File: config.mk
export PLATFORM = sky130hd
export DESIGN_NAME = running_max_drawdown_tracker
export DESIGN_NICKNAME = d
export VERILOG_FILES = /design/src/hdl/rmdd_pkg.sv /design/src/hdl/rmdd_div.sv /design/src/hdl/running_max_drawdown_tracker.sv
export SDC_FILE = /design/constraint.sdc
export NUM_CORES = 1
export LEC_CHECK = 0
export ABC_AREA = 1
export BUFFER_PORTS_ARGS = -buffer_cell sky130_fd_sc_hd__buf_4
export CORE_UTILIZATION = 45
export CTS_CLUSTER_DIAMETER = 80
export CTS_CLUSTER_SIZE = 28
export DETAILED_ROUTE_END_ITERATION = 7
export PLACE_DENSITY = 0.73
export RECOVER_POWER = 25
export SETUP_SLACK_MARGIN = 0.02
export SYNTH_ARGS = -nofsm -noshare
export SYNTH_HDL_FRONTEND = slang
export SYNTH_HIERARCHICAL = 1
export SYNTH_SLANG_ARGS = --single-unit
export TNS_END_PERCENT = 1
File: constraint.sdc
create_clock -name clk_i -period 6.2 [get_ports clk_i]
set_input_delay 0.62 -clock clk_i [delete_from_list [all_inputs] [get_ports clk_i]]
set_output_delay 0.62 -clock clk_i [all_outputs]
set_load 0.01 [all_outputs]
File: src/hdl/rmdd_pkg.sv
// Package for the running maximum drawdown tracker.
// Holds the widths, the drawdown scale, the controller states and a port helper.
// Depends on nothing.
package rmdd_pkg;

  localparam int unsigned EQUITY_BITS = 32;
  localparam int unsigned PORT_BITS   = 32;
  localparam int unsigned DD_BITS     = 14;
  localparam int unsigned DD_SCALE    = 10000;
  localparam int unsigned NUM_BITS    = EQUITY_BITS + DD_BITS;
  localparam int unsigned CNT_BITS    = $clog2(DD_BITS + 1);
  localparam int unsigned EXT_BITS    = EQUITY_BITS + PORT_BITS;

  typedef enum logic [1:0] {
    ST_IDLE,
    ST_MUL,
    ST_DIV
  } rmdd_state_e;

  // Fits an internal equity value onto a 32-bit port: zero extension or truncation.
  function automatic logic [PORT_BITS-1:0] to_port(input logic [EQUITY_BITS-1:0] v);
    logic [EXT_BITS-1:0] ext;
    ext = EXT_BITS'(v);
    return ext[PORT_BITS-1:0];
  endfunction

endpackage

File: src/hdl/rmdd_div.sv
// Bit-serial restoring divider for the drawdown ratio, one quotient bit per cycle.
// The quotient is known to fit in DD_BITS bits, so the remainder stays below the divisor.
// Depends on rmdd_pkg.
module rmdd_div import rmdd_pkg::*; (
  input  logic                   clk_i,
  input  logic                   rst_ni,
  input  logic                   start_i,
  input  logic [NUM_BITS-1:0]    num_i,
  input  logic [EQUITY_BITS-1:0] den_i,
  output logic                   done_o,
  output logic [DD_BITS-1:0]     quo_o
);

  logic                   busy_q, busy_d;
  logic                   done_q, done_d;
  logic [CNT_BITS-1:0]    cnt_q, cnt_d;
  logic [EQUITY_BITS-1:0] rem_q, rem_d;
  logic [DD_BITS-1:0]     low_q, low_d;
  logic [DD_BITS-1:0]     quo_q, quo_d;
  logic [EQUITY_BITS:0]   trial;
  logic [EQUITY_BITS:0]   diff;
  logic                   fits;

  assign trial = {rem_q, low_q[DD_BITS-1]};
  assign fits  = trial >= {1'b0, den_i};
  assign diff  = trial - {1'b0, den_i};

  always_comb begin
    busy_d = busy_q;
    done_d = 1'b0;
    cnt_d  = cnt_q;
    rem_d  = rem_q;
    low_d  = low_q;
    quo_d  = quo_q;
    if (start_i) begin
      busy_d = 1'b1;
      cnt_d  = CNT_BITS'(DD_BITS);
      rem_d  = num_i[NUM_BITS-1:DD_BITS];
      low_d  = num_i[DD_BITS-1:0];
      quo_d  = '0;
    end else if (busy_q) begin
      low_d = {low_q[DD_BITS-2:0], 1'b0};
      if (fits) begin
        rem_d = diff[EQUITY_BITS-1:0];
        quo_d = {quo_q[DD_BITS-2:0], 1'b1};
      end else begin
        rem_d = trial[EQUITY_BITS-1:0];
        quo_d = {quo_q[DD_BITS-2:0], 1'b0};
      end
      cnt_d = cnt_q - CNT_BITS'(1);
      if (cnt_q == CNT_BITS'(1)) begin
        busy_d = 1'b0;
        done_d = 1'b1;
      end
    end
  end

  always_ff @(posedge clk_i or negedge rst_ni) begin
    if (!rst_ni) begin
      busy_q <= 1'b0;
      done_q <= 1'b0;
      cnt_q  <= '0;
    end else begin
      busy_q <= busy_d;
      done_q <= done_d;
      cnt_q  <= cnt_d;
    end
  end

  always_ff @(posedge clk_i) begin
    rem_q <= rem_d;
    low_q <= low_d;
    quo_q <= quo_d;
  end

  assign done_o = done_q;
  assign quo_o  = quo_q;

endmodule

File: src/hdl/running_max_drawdown_tracker.sv
// Running maximum drawdown tracker: peak, trough and worst drawdown of an equity curve.
// A sample that needs no division shows its result in the next cycle; when a new trough
// forces the ratio, the result waits on the multiply state and the 14-step bit-serial divider.
// No new sample is taken while a division runs. Reset clears peak, trough and drawdown.
// Depends on rmdd_pkg and rmdd_div.
module running_max_drawdown_tracker import rmdd_pkg::*; (
  input  logic                 clk_i,
  input  logic                 rst_ni,
  input  logic                 in_valid_i,
  output logic                 in_ready_o,
  input  logic [PORT_BITS-1:0] equity_i,
  input  logic                 first_sample_i,
  output logic                 out_valid_o,
  input  logic                 out_ready_i,
  output logic [DD_BITS-1:0]   worst_dd_o,
  output logic [PORT_BITS-1:0] peak_equity_o,
  output logic [PORT_BITS-1:0] trough_equity_o
);

  rmdd_state_e            state_q, state_d;
  logic [EQUITY_BITS-1:0] peak_q, peak_d;
  logic [EQUITY_BITS-1:0] trough_q, trough_d;
  logic [EQUITY_BITS-1:0] diff_q, diff_d;
  logic [DD_BITS-1:0]     worst_q, worst_d;
  logic                   out_valid_q, out_valid_d;
  logic [EQUITY_BITS-1:0] eq;
  logic                   accept;
  logic                   div_path;
  logic                   div_start;
  logic                   div_done;
  logic [DD_BITS-1:0]     div_quo;
  logic [NUM_BITS-1:0]    num;

  assign eq       = EQUITY_BITS'(equity_i);
  assign accept   = in_valid_i && in_ready_o;
  // A new trough below a nonzero peak is the only case that needs the ratio.
  assign div_path = !first_sample_i && (eq < peak_q) && (eq <= trough_q);
  assign num      = NUM_BITS'(diff_q) * NUM_BITS'(DD_SCALE);

  always_comb begin
    state_d = state_q;
    case (state_q)
      ST_IDLE: if (accept && div_path) state_d = ST_MUL;
      ST_MUL:  state_d = ST_DIV;
      ST_DIV:  if (div_done) state_d = ST_IDLE;
      default: state_d = ST_IDLE;
    endcase
  end

  always_comb begin
    in_ready_o = 1'b0;
    div_start  = 1'b0;
    case (state_q)
      ST_IDLE: in_ready_o = !out_valid_q || out_ready_i;
      ST_MUL:  div_start  = 1'b1;
      ST_DIV:  ;
      default: ;
    endcase
  end

  always_comb begin
    peak_d   = peak_q;
    trough_d = trough_q;
    worst_d  = worst_q;
    diff_d   = diff_q;
    if (accept) begin
      if (first_sample_i) begin
        peak_d   = eq;
        trough_d = eq;
        worst_d  = '0;
      end else if (eq >= peak_q) begin
        peak_d   = eq;
        trough_d = eq;
      end else if (eq <= trough_q) begin
        trough_d = eq;
        diff_d   = peak_q - eq;
      end
    end
    if (div_done && (div_quo > worst_q)) begin
      worst_d = div_quo;
    end
  end

  // The result is shown straight from the state registers, which hold still until
  // the next transfer on the input side.
  always_comb begin
    out_valid_d = out_valid_q;
    if (out_ready_i) out_valid_d = 1'b0;
    if ((accept && !div_path) || div_done) out_valid_d = 1'b1;
  end

  always_ff @(posedge clk_i or negedge rst_ni) begin
    if (!rst_ni) begin
      state_q     <= ST_IDLE;
      peak_q      <= '0;
      trough_q    <= '0;
      worst_q     <= '0;
      out_valid_q <= 1'b0;
    end else begin
      state_q     <= state_d;
      peak_q      <= peak_d;
      trough_q    <= trough_d;
      worst_q     <= worst_d;
      out_valid_q <= out_valid_d;
    end
  end

  always_ff @(posedge clk_i) begin
    diff_q <= diff_d;
  end

  rmdd_div u_div (
    .clk_i   (clk_i),
    .rst_ni  (rst_ni),
    .start_i (div_start),
    .num_i   (num),
    .den_i   (peak_q),
    .done_o  (div_done),
    .quo_o   (div_quo)
  );

  assign out_valid_o     = out_valid_q;
  assign worst_dd_o      = worst_q;
  assign peak_equity_o   = to_port(peak_q);
  assign trough_equity_o = to_port(trough_q);

`ifndef ASSERT_OFF
  a_valid_only_idle: assert property (@(posedge clk_i) disable iff (!rst_ni)
    out_valid_q |-> state_q == ST_IDLE)
    else $error("result pending while a division runs");

  a_done_in_div: assert property (@(posedge clk_i) disable iff (!rst_ni)
    div_done |-> state_q == ST_DIV)
    else $error("divider finished outside the divide state");

  a_trough_le_peak: assert property (@(posedge clk_i) disable iff (!rst_ni)
    trough_q <= peak_q)
    else $error("trough above peak");

  a_dd_range: assert property (@(posedge clk_i) disable iff (!rst_ni)
    worst_q <= DD_BITS'(DD_SCALE))
    else $error("drawdown above full scale");
`endif

endmodule
==> summary.txt, run 1 <==
Cell with the most instances after synthesis - nand2_1
Clk_skew - 0.0153 ns
Core area - 41100 um2
Status - finished, violations left
Placer congestion estimate - 0.987
F_max - 197 MHz
Starting density of the core - 45.9%
H-Tree Depth - 4
Setup slack at placement - 1.19 ns
Number of flops mapped to enable cells by yosys - 78
Post-CTS Setup Repair Bufs - 0
First-pass GRT wire length - 85600 um
Die area - 42800 um2
Worst R2R End - u_div/rem_q[20]
Max Cap Viol - 3
Drt wl/cell - 16.5 um
Asr flop ratio synth - 48.6%
Ranking of synthesized cells by area - ha_1 15%, nand2_1 14%, edfxtp_1 12%
Total gr overflow - 0
Starting DRT DRC Count - 1095
Final period util - 82.0%
Antenna violations before repair - 0
DPL Wire Length - 44200 um
Worst Max-Slew Pin Slew - 2.52 ns
Top cell type by total area after synthesis - ha_1
Die Span Y - 207 um
Slew margin rel. - -68.1%
CP Launch Type - flip-flop
Post-cts sizing count - 0
Storage cell area - 4800 um2
Final Max Slew Viols - 142
Layout Utilization - 50.5%
Drt total wl - 53200 um
Layout fillers - 4027
Post-route minimum period - 5.08 ns
Vias in the first global route - 16700
Final WS setup - 1.12 ns
WHS Path Cells - 3
Port buffer count - 116
Worst r2r src - diff_q[4]
Vias - 17000
Root Buffer - clkbuf_16
Worst Min Path Start - equity_i[14]
Max Root-Sink Buffers - 2
Syn_area_per_cell - 7.31 um2
Drt drc - 0
CTS Sinks - 179
Top cells by count, synth - 703 x nand2_1, 513 x inv_1, 230 x ha_1
Mapped Cells - 2583
Synth Register Bits - 179
Final Cell Area - 20800 um2
Layout Nets - 3033
Crit-path max FO - 4
Warnings from Yosys - 6
Routed Antenna Nets - 0
Violations in the final reports - capacitance limit, slew limit
Via-to-Cell Ratio - 5.27
Crit path DAT - 5.30 ns
Min-delay worst type - input port to flip-flop
Final Hold Vio Count - 0
Placed cell areas - 20200 um2
CP endpoint kind - flip-flop
Area of the multi-input gates - 11900 um2
Post-synthesis sequential area ratio - 25.4%
Antenna fix cells - 0
CP Class - flip-flop to flip-flop
CTS tree - built
Synth Flop Type - dfrtp_1
Cts bufs inserted - 17
Unique masters post-synth - 52
Setup TNS - 0 ns
Hold_buf cts - 0
Share of layout cells above drive strength 1 - 7.72%
Yosys top cell area share - 15.2%
Required time of the worst setup path - 6.41 ns
Initial DRT Pass Iterations - 8
Synthesis-to-layout area growth - 9.99%
Cell Area, Synth - 18900 um2
Worst skew pair latency - 0.46 ns
R2r setup slk - 1.12 ns
Core Rows - 74
R2R depth - 21
Io pins - 117
RSZ-0062 raised after global routing - no
Clk slew on worst S/H paths - 0.09 ns
Final setup viols - 0
Largest net degree at the start of global routing - 98
Worst Hold Path EP - trough_equity_o[14]
Total GRT Usage - 25.6%
Die width - 207 um
==> flip-flops by register name (all words and copies together), names as in the netlist <==
name	cells
diff_q	32
out_valid_o	1
peak_equity_o	32
state_q	2
trough_equity_o	32
u_div/busy_q	1
u_div/cnt_q	4
u_div/done_o	1
u_div/low_q	14
u_div/quo_o	14
u_div/rem_q	32
worst_dd_o	14
==> worst max path at each step <==
stage,start,to,slack (ns)
after floorplan,diff_q[4],u_div/rem_q[29],1.87
after global placement,diff_q[8],u_div/rem_q[20],1.23
after detailed placement,diff_q[8],u_div/rem_q[20],1.19
after CTS,diff_q[8],u_div/rem_q[20],1.17
after global routing,diff_q[13],u_div/rem_q[22],0.81
final,diff_q[4],u_div/rem_q[20],1.12
==> per-stage QoR <==
step	hold WS, ns	instances
after detailed placement	0.477	3194
final	0.405	3226
after global placement	0.472	3194
after global routing	0.408	3226
after floorplan	0.324	2586
after CTS	0.138	3226
==> cell usage in the layout (no fill, tap or decap), types with 14 or more instances in the layout <==
| cell type | count |
|---|---|
| nand3_1 | 193 |
| dfrtp_1 | 87 |
| inv_1 | 512 |
| edfxtp_1 | 78 |
| nor2_1 | 144 |
| fa_1 | 85 |
| buf_4 | 107 |
| xor2_1 | 40 |
| o21ai_0 | 56 |
| dfxtp_1 | 14 |
| ha_1 | 230 |
| nand4_1 | 20 |
| nor3_1 | 24 |
| clkbuf_16 | 17 |
| nand3b_1 | 26 |
| xnor2_1 | 29 |
| a21oi_1 | 122 |
| nand2_1 | 703 |
| clkbuf_1 | 16 |
| nand2_2 | 23 |
| o21ai_1 | 20 |
==> kinds of logic (layout without fill, tap and decap cells) <==
| family | count (synthesis) | count (layout) | share of synthesized area [%] |
|---|---|---|---|
| flip-flops | 179 | 179 | 25.4 |
| AND/OR/NAND/NOR | 1179 | 1179 | 27.1 |
| AO/OA/AOI/OAI | 273 | 273 | 8.18 |
| buffers and inverters | 567 | 675 | 11.8 |
| adder cells (fa/ha/maj) | 315 | 315 | 24.3 |
| other | 1 | 4 | 0.0199 |
| XOR/XNOR | 69 | 69 | 3.20 |
==> critical path: stages, from the launching register on <==
cell,delay (ns)
edfxtp_1,0.44
inv_1,0.16
fa_1,0.56
inv_1,0.04
ha_1,0.26
inv_1,0.06
fa_1,0.54
inv_1,0.05
ha_1,0.31
fa_1,0.47
ha_1,0.37
nand2_1,0.10
nor2_1,0.14
nand2_1,0.06
o21ai_0,0.50
nand2_1,0.15
nand2_1,0.21
nand2_1,0.11
nand3_1,0.08
nand2_1,0.07
nand2_1,0.07
nand2_1,0.07
==> cell type report <==
type                       count  share of cell area [%]
clock buffer                  18                    2.11
clock inverter                14                   0.849
inverter                     520                    9.40
multi-input combinational   1840                    57.2
sequential                   179                    23.1
tap                          532                    3.21
timing repair buffer         123                    4.16
==> routing by layer <==
| layer | vias up | part of all wire [%] | wire length, um | global-route usage, % |
|---|---|---|---|---|
| li1 | 8397 | - | - | - |
| met1 | 8009 | 45 | 23900 | 34.6 |
| met2 | 511 | 48 | 25500 | 43.6 |
| met3 | 73 | 5.0 | 2670 | 2.57 |
| met4 | 0 | 2.1 | 1140 | 6.67 |
| met5 | - | 0 | 0 | 0 |
Power of run 1 is left out: the tool's default activity adds up to more than one toggle a clock period on the data nets, which glitch-free logic cannot reach.
==> run 2: changes to the inputs <==
--- a/config.mk
+++ b/config.mk
@@ -5,7 +5,7 @@
 export SDC_FILE = /design/constraint.sdc
 export NUM_CORES = 1
 export LEC_CHECK = 0
-export ABC_AREA = 1
+export ABC_AREA = 0
 export BUFFER_PORTS_ARGS = -buffer_cell sky130_fd_sc_hd__buf_4
 export CORE_UTILIZATION = 45
 export CTS_CLUSTER_DIAMETER = 80
==> constraint.sdc (replaced) <==
create_clock -name clk_i -period 5.3 [get_ports clk_i]
set_input_delay 0.53 -clock clk_i [delete_from_list [all_inputs] [get_ports clk_i]]
set_output_delay 0.53 -clock clk_i [all_outputs]
set_load 0.01 [all_outputs]
==> run 2 against run 1 <==
Against the previous run:
- the run still ends with capacitance limit, slew limit left
- sequential cell count did not move
- area after synthesis fell by 7.6%
- clock-buffer cell count did not move
- cell count fell by 23%
- non-clock buffer count rose by 43
- die area fell by 7.6%
- critical path depth fell by 3
- clock skew fell by 0.0018 ns
- register-to-register slack got worse by 1.0 ns
- utilization rose by 0.91 points
- sequential share of layout area rose by 1.5 points
- synthesized cell count fell by 30%
- largest cell class unchanged
- highest routed layer unchanged
==> summary.txt, run 2 <==
Clk_skew - 0.0135 ns (was 0.0153 ns)
Final period util - 97.7% (was 82.0%)
Warnings from Yosys - 6 (unchanged)
Final setup viols - 0 (unchanged)
CP Class - flip-flop to flip-flop (unchanged)
Largest net degree at the start of global routing - 73 (was 98)
Top cell type by total area after synthesis - ha_1 (unchanged)
Clk slew on worst S/H paths - 0.08 ns (was 0.09 ns)
Violations in the final reports - capacitance limit, slew limit (unchanged)
R2R depth - 18 (was 21)
Worst path max stage delay - 0.51 ns (was 0.56 ns)
Post-synthesis mux area share - 7.61% (was 0%)
Cell with the most instances after synthesis - inv_1 (was nand2_1)
Worst R2R End - u_div/rem_q[24] (was u_div/rem_q[20])
Via-to-Cell Ratio - 5.53 (was 5.27)
Initial DRT Pass Iterations - 5 (was 8)
Max Root-Sink Buffers - 2 (unchanged)
Required time of the worst setup path - 5.47 ns (was 6.41 ns)
Antenna fix cells - 0 (unchanged)
Worst skew pair latency - 0.45 ns (was 0.46 ns)
Top cells by count, synth - 307 x inv_1, 230 x ha_1, 129 x a21oi_1 (was 703 x nand2_1, 513 x inv_1, 230 x ha_1)
DPL Wire Length - 34800 um (was 44200 um)
Synth Register Bits - 179 (unchanged)
Ranking of synthesized cells by area - ha_1 17%, edfxtp_1 13%, dfrtp_1 12% (was ha_1 15%, nand2_1 14%, edfxtp_1 12%)
Core Rows - 71 (was 74)
Synthesis-to-layout area growth - 11.9% (was 9.99%)
Worst r2r src - diff_q[8] (was diff_q[4])
Vias in the first global route - 13400 (was 16700)
Combinational family with the most area after synthesis - adder cells (was simple AND/OR/NAND/NOR gates)
Placer congestion estimate - 0.952 (was 0.987)
Most frequent cells in the layout - 291 x inv_1, 218 x ha_1, 123 x a21oi_1, 112 x nor2_1, 87 x dfrtp_1 (was 703 x nand2_1, 512 x inv_1, 230 x ha_1, 193 x nand3_1, 144 x nor2_1)
Status - finished, violations left (unchanged)
Routed Antenna Nets - 0 (unchanged)
Mapped Cells - 1818 (was 2583)
CP endpoint kind - flip-flop (unchanged)
Worst Hold Path EP - peak_equity_o[9] (was trough_equity_o[14])
Layout fillers - 3500 (was 4027)
Post-synthesis sequential area ratio - 27.5% (was 25.4%)
Port buffer count - 116 (unchanged)
Storage cell area - 4800 um2 (unchanged)
Max Cap Viol - 1 (was 3)
Area share of fa/ha/maj cells after synthesis - 26.3% (was 24.3%)
Unique masters post-synth - 96 (was 52)
Final Max Slew Viols - 32 (was 142)
Core area - 37900 um2 (was 41100 um2)
WHS Path Cells - 2 (was 3)
Crit-path max FO - 7 (was 4)
Post-route minimum period - 5.18 ns (was 5.08 ns)
Number of flops mapped to enable cells by yosys - 78 (unchanged)
Total gr overflow - 0 (unchanged)
Die width - 199 um (was 207 um)
Cts bufs inserted - 17 (unchanged)
Share of layout cells above drive strength 1 - 12.6% (was 7.72%)
CTS tree - built (unchanged)
Post-synthesis xor/xnor area fraction - 4.17% (was 3.20%)
H-Tree Depth - 4 (unchanged)
F_max - 193 MHz (was 197 MHz)
Simple-Gate Fraction of Synth Area - 10.5% (was 27.1%)
Most common cell after layout, fill and taps aside - inv_1 (was nand2_1)
Critical path's slowest cell - fa_2 (was fa_1)
R2r setup slk - 0.12 ns (was 1.12 ns)
Final Cell Area - 19500 um2 (was 20800 um2)
Yosys top cell area share - 16.5% (was 15.2%)
Total GRT Usage - 22.6% (was 25.6%)
RSZ-0062 raised after global routing - yes (was no)
Asr flop ratio synth - 48.6% (unchanged)
Area of the multi-input gates - 11400 um2 (was 11900 um2)
Drt drc - 0 (unchanged)
Crit-path cells - buf_4 > fa_1 > ha_1 > fa_1 > ha_1 > fa_2 > ha_4 > a21oi_1 > o21ai_1 > nor2_1 > a22oi_2 > a41o_1 > o21a_1 > a31oi_2 > xnor2_1 > and2_1 > a31oi_1 > o31ai_1 (was inv_1 > fa_1 > inv_1 > ha_1 > inv_1 > fa_1 > inv_1 > ha_1 > fa_1 > ha_1 > nand2_1 > nor2_1 > nand2_1 > o21ai_0 > nand2_1 > nand2_1 > nand2_1 > nand3_1 > nand2_1 > nand2_1 > nand2_1)
CP Launch Type - flip-flop (unchanged)
Drt wl/cell - 17.6 um (was 16.5 um)
Antenna violations before repair - 0 (unchanged)
Drt total wl - 43700 um (was 53200 um)
Min-delay worst type - input port to flip-flop (unchanged)
Io pins - 117 (unchanged)
Syn_area_per_cell - 9.59 um2 (was 7.31 um2)
Placed cell areas - 18900 um2 (was 20200 um2)
Die Span Y - 199 um (was 207 um)
Final Hold Vio Count - 0 (unchanged)
Worst Min Path Start - equity_i[9] (was equity_i[14])
Starting density of the core - 46.0% (was 45.9%)
Synth Flop Type - dfrtp_1 (unchanged)
Layout Nets - 2308 (was 3033)
Crit path DAT - 5.35 ns (was 5.30 ns)
Root Buffer - clkbuf_16 (unchanged)
Synth Area in Compound Gates - 15.2% (was 8.18%)
Starting DRT DRC Count - 926 (was 1095)
First-pass GRT wire length - 70600 um (was 85600 um)
Cell Area, Synth - 17400 um2 (was 18900 um2)
CTS Sinks - 179 (unchanged)
Slew margin rel. - -5.48% (was -68.1%)
Worst Max-Slew Pin Slew - 1.58 ns (was 2.52 ns)
Vias - 13700 (was 17000)
Die area - 39500 um2 (was 42800 um2)
-- run 2: cell types whose count changed in the layout (fill, tap and decap cells not counted), moves of 34 or more --
cell      change
nand3_1     -166
inv_1       -221
a21o_1       +34
clkbuf_1     +66
nand2_1     -617
mux2i_1      +71
-- run 2: per-stage QoR --
step	std cells	util [%]	hold WS [ns]	TNS [ns]	setup WS, ns
after global placement	2435	49.7	0.397	0	0.00508
after detailed placement	2435	49.7	0.402	-0.247	-0.115
after floorplan	1821	-	0.234	0	0.366
after CTS	2472	51.4	0.321	0	0.0153
final	2480	51.4	0.336	0	0.120
after global routing	2480	51.4	0.322	-0.112	-0.0513
-- run 2: worst max path at each step --
stage / startpoint / to / slack [ns] / cells after the start
floorplan: diff_q[14] / u_div/rem_q[31] / 0.37 / 20
global placement: diff_q[26] / u_div/rem_q[31] / 0.005 / 20
detailed placement: diff_q[16] / u_div/rem_q[31] / -0.12 / 21
CTS: diff_q[16] / u_div/rem_q[31] / 0.02 / 21
global route: diff_q[13] / u_div/rem_q[24] / -0.05 / 19
finish: diff_q[8] / u_div/rem_q[24] / 0.12 / 18
-- run 2: repair_timing --
| action | in CTS | in global routing |
|---|---|---|
| pin swaps | 1 | 11 |
| hold buffers | 1 | 0 |
| endpoints found under the hold margin | 15 | 0 |
| buffers inserted | 4 | 8 |
| setup endpoints to repair | 4 | 10 |
| resized for setup | 7 | 62 |
-- run 2: area by class of cell --
cell class                      count  share of cell area (%)
Tap cell                          511                    3.28
Multi-Input combinational cell   1285                    58.3
Timing Repair Buffer              166                    4.84
Clock buffer                       18                    2.20
Inverter                          307                    5.94
Sequential cell                   179                    24.6
Clock inverter                     14                   0.802
-- run 2: kinds of logic (layout without fill, tap and decap cells) --
logic type,Yosys count,after routing
buffers and inverters,357,505
other,1,4
multiplexers,116,116
XOR/XNOR,83,83
AND/OR/NAND/NOR,366,366
AO/OA/AOI/OAI,401,401
adder cells (fa/ha/maj),315,315
flip-flops,179,179
-- run 2: critical path, delay by kind of cell, from the launching register on --
family	cells	cell delay [ns]
adder cells (fa/ha/maj)	6	2.44
AO/OA/AOI/OAI	8	1.36
flip-flops	1	0.50
AND/OR/NAND/NOR	2	0.27
buffers and inverters	1	0.19
XOR/XNOR	1	0.15
-- run 2: layer usage --
metal,global-route usage (%),up-vias,routed length [um]
met2,35.3,463,20000
met5,0,-,0
li1,-,6598,-
met1,32.8,6583,20500
met3,2.64,64,2270
met4,6.24,0,927
Power of run 2 is left out for the same reason.
==> run 3: changes to the inputs <==
--- a/config.mk
+++ b/config.mk
@@ -7,6 +7,7 @@
 export LEC_CHECK = 0
 export ABC_AREA = 0
 export BUFFER_PORTS_ARGS = -buffer_cell sky130_fd_sc_hd__buf_4
+export CAP_MARGIN = 0
 export CORE_UTILIZATION = 45
 export CTS_CLUSTER_DIAMETER = 80
 export CTS_CLUSTER_SIZE = 28
@@ -16,6 +17,5 @@
 export SETUP_SLACK_MARGIN = 0.02
 export SYNTH_ARGS = -nofsm -noshare
 export SYNTH_HDL_FRONTEND = slang
-export SYNTH_HIERARCHICAL = 1
 export SYNTH_SLANG_ARGS = --single-unit
 export TNS_END_PERCENT = 1
==> run 3 against run 2 <==
Against the previous run:
- the run now ends clean
- register-to-register slack lost 0.098 ns
- non-clock buffer count is 25 higher
- cell count fell by 0.89%
- maximum frequency shrank 1.9%
- die area decreased by 4.0%
- via count decreased by 2.3%
- first-iteration DRC count decreased by 22%
- area after synthesis is 4.1% lower
- synthesized cell count fell by 0.55%
- sequential share of layout area decreased by 0.21 points
==> summary.txt, run 3 <==
Port buffer count - 116 (unchanged)
Post-route minimum period - 5.28 ns (was 5.18 ns)
Synthesis-to-layout area growth - 14.7% (was 11.9%)
Via-to-Cell Ratio - 5.45 (was 5.53)
R2R depth - 20 (was 18)
Total GRT Usage - 23.0% (was 22.6%)
Final WS setup - 0.0216 ns (was 0.120 ns)
Die width - 195 um (was 199 um)
Unique masters post-synth - 84 (was 96)
Core Rows - 70 (was 71)
Core area - 36600 um2 (was 37900 um2)
Starting density of the core - 45.7% (was 46.0%)
Routed Antenna Nets - 0 (unchanged)
Drt wl/cell - 17.5 um (was 17.6 um)
R2r setup slk - 0.02 ns (was 0.12 ns)
Starting DRT DRC Count - 723 (was 926)
Crit path DAT - 5.47 ns (was 5.35 ns)
Worst skew pair latency - 0.45 ns (about the same)
Clk_skew - 0.0148 ns (was 0.0135 ns)
Final period util - 99.6% (was 97.7%)
Worst path max stage delay - 0.54 ns (was 0.51 ns)
Final Cell Area - 19200 um2 (was 19500 um2)
WP buf/inv - 4 (was 1)
Critical path's slowest cell - fa_1 (was fa_2)
Clk slew on worst S/H paths - 0.08 ns (about the same)
CP endpoint kind - flip-flop (unchanged)
Antenna violations before repair - 1 (was 0)
Asr flop ratio synth - 49.7% (was 48.6%)
DPL Wire Length - 34900 um (was 34800 um)
First-pass GRT wire length - 69000 um (was 70600 um)
Top cell type by total area after synthesis - ha_1 (unchanged)
Placed cell areas - 18500 um2 (was 18900 um2)
Root Buffer - clkbuf_16 (unchanged)
Vias in the first global route - 13400 (about the same)
Share of layout cells above drive strength 1 - 12.0% (was 12.6%)
Top cells by count, synth - 346 x inv_1, 230 x ha_1, 127 x a21oi_1 (was 307 x inv_1, 230 x ha_1, 129 x a21oi_1)
Initial DRT Pass Iterations - 5 (unchanged)
Worst Max-Slew Pin Slew - 1.38 ns (was 1.58 ns)
H-Tree Depth - 4 (unchanged)
CP endpoint - u_div.rem_q[31] (was u_div/rem_q[24])
Vias - 13400 (was 13700)
Yosys top cell area share - 17.2% (was 16.5%)
Cts bufs inserted - 17 (unchanged)
Required time of the worst setup path - 5.49 ns (was 5.47 ns)
Drt total wl - 43100 um (was 43700 um)
Warnings from Yosys - 0 (was 6)
Mapped Cells - 1808 (was 1818)
Final setup viols - 0 (unchanged)
Most common cell after layout, fill and taps aside - inv_1 (unchanged)
Setup slack at placement - -0.129 ns (was -0.115 ns)
CP Class - flip-flop to flip-flop (unchanged)
CP startpoint - diff_q[12] (was diff_q[8])
CTS Sinks - 175 (was 179)
Max Root-Sink Buffers - 2 (unchanged)
Io pins - 117 (unchanged)
Die area - 38000 um2 (was 39500 um2)
Critical Path Stages - 20 (was 18)
Die Span Y - 195 um (was 199 um)
Max Cap Viol - 0 (was 1)
Area of the multi-input gates - 10800 um2 (was 11400 um2)
Most frequent cells in the layout - 321 x inv_1, 217 x ha_1, 123 x a21oi_1, 123 x buf_4, 118 x nand2_1 (was 291 x inv_1, 218 x ha_1, 123 x a21oi_1, 112 x nor2_1, 87 x dfrtp_1)
Layout Nets - 2329 (was 2308)
Placer congestion estimate - 0.920 (was 0.952)
Worst r2r src - diff_q[12] (was diff_q[8])
Drt drc - 0 (unchanged)
Slew margin rel. - 8.09% (was -5.48%)
Syn_nets - 2160
Post-synthesis sequential area ratio - 28.0% (was 27.5%)
Synth Register Bits - 175 (was 179)
CP delay by family, top - adder cells (unchanged)
CP Launch Type - flip-flop (unchanged)
CTS tree - built (unchanged)
Syn_area_per_cell - 9.25 um2 (was 9.59 um2)
Ranking of synthesized cells by area - ha_1 17%, edfxtp_1 13%, dfrtp_1 13% (was ha_1 17%, edfxtp_1 13%, dfrtp_1 12%)
Antenna fix cells - 0 (unchanged)
Total gr overflow - 0 (unchanged)
Min-delay worst type - input port to flip-flop (unchanged)
RSZ-0062 raised after global routing - yes (unchanged)
Worst R2R End - u_div.rem_q[31] (was u_div/rem_q[24])
Final Max Slew Viols - 0 (was 32)
Number of flops mapped to enable cells by yosys - 74 (was 78)
Final Hold Vio Count - 0 (unchanged)
F_max - 189 MHz (was 193 MHz)
Storage cell area - 4680 um2 (was 4800 um2)
Largest net degree at the start of global routing - 65 (was 73)
Crit-path max FO - 4 (was 7)
CP most frequent cell - fa_1
Cell with the most instances after synthesis - inv_1 (unchanged)
Synth Flop Type - dfrtp_1 (unchanged)
Layout fillers - 3349 (was 3500)
Status - complete, no violations (was finished, violations left)
Cell Area, Synth - 16700 um2 (was 17400 um2)
Crit-path cells - inv_2 > fa_1 > inv_1 > ha_1 > fa_1 > ha_1 > inv_1 > fa_1 > inv_2 > ha_4 > nand4_1 > or3_4 > or2_1 > o2111a_2 > o31ai_4 > a21oi_2 > o21bai_2 > a211oi_2 > xor2_1 > o21ai_1 (was buf_4 > fa_1 > ha_1 > fa_1 > ha_1 > fa_2 > ha_4 > a21oi_1 > o21ai_1 > nor2_1 > a22oi_2 > a41o_1 > o21a_1 > a31oi_2 > xnor2_1 > and2_1 > a31oi_1 > o31ai_1)
## run 3: cell count changes after synthesis, sizes merged, moves of 12 or more
cell / before / now
nand2b: 3 / 17
xor2: 21 / 39
a211oi: 12 / 31
mux2i: 71 / 94
a22o: 13 / 0
xnor2: 62 / 42
mux2: 45 / 1
nand2: 90 / 121
inv: 307 / 346
nor2: 112 / 92
nor3: 27 / 15
## run 3: worst min-delay path by stage
stage / from / cells after the start / to / slack [ns]
floorplan: rst_ni / 0 / out_valid_o / 0.23
finish: equity_i[0] / 2 / trough_equity_o[0] / 0.35
global placement: rst_ni / 1 / worst_dd_o[9] / 0.45
detailed placement: rst_ni / 1 / worst_dd_o[8] / 0.46
global route: equity_i[0] / 2 / trough_equity_o[0] / 0.34
CTS: equity_i[0] / 2 / trough_equity_o[0] / 0.34
## run 3: area by class of cell
type                            count  share of cell area, %
Sequential cell                   175                   24.4
Inverter                          346                   6.77
Tap cell                          468                   3.05
Clock inverter                     13                  0.802
Timing Repair Buffer              191                   6.26
Clock buffer                       19                   2.26
Multi-Input combinational cell   1246                   56.5
## run 3: metal layers
layer / vias up / track usage (%) / share of wire (%)
li1: 6527 / - / -
met1: 6444 / 32.1 / 48
met2: 364 / 36.6 / 45
met3: 60 / 3.71 / 4.7
met4: 2 / 6.94 / 2.2
met5: - / 0 / 0.030
## run 3: metrics by stage
step	utilization, %	hold WS, ns	instances	setup TNS [ns]
6_report	52.4	0.352	2458	0
3_5_place_dp	50.6	0.456	2418	-0.270
4_1_cts	52.4	0.336	2453	0
2_1_floorplan	-	0.234	1808	0
3_3_place_gp	50.6	0.450	2418	0
5_1_grt	52.4	0.339	2458	-0.792
## run 3: logic make-up after synthesis
group / count (synthesis) / share of synthesized area [%]
DFF: 175 / 28.0
AOI/OAI and AO/OA: 397 / 15.7
xor gates and xnor gates: 81 / 4.24
and+or+nand+nor: 358 / 10.1
adders and majority gates: 315 / 27.4
muxes: 95 / 5.69
buffers and inverters: 387 / 8.88
## run 3: repair_timing
item,in CTS,in global routing
pin swaps,4,35
buffers inserted,2,5
endpoints found under the hold margin,23,0
setup endpoints to repair,10,14
gates resized for setup,14,47
gates cloned,0,0
hold buffers,1,0
Power of run 3 is left out for the same reason.
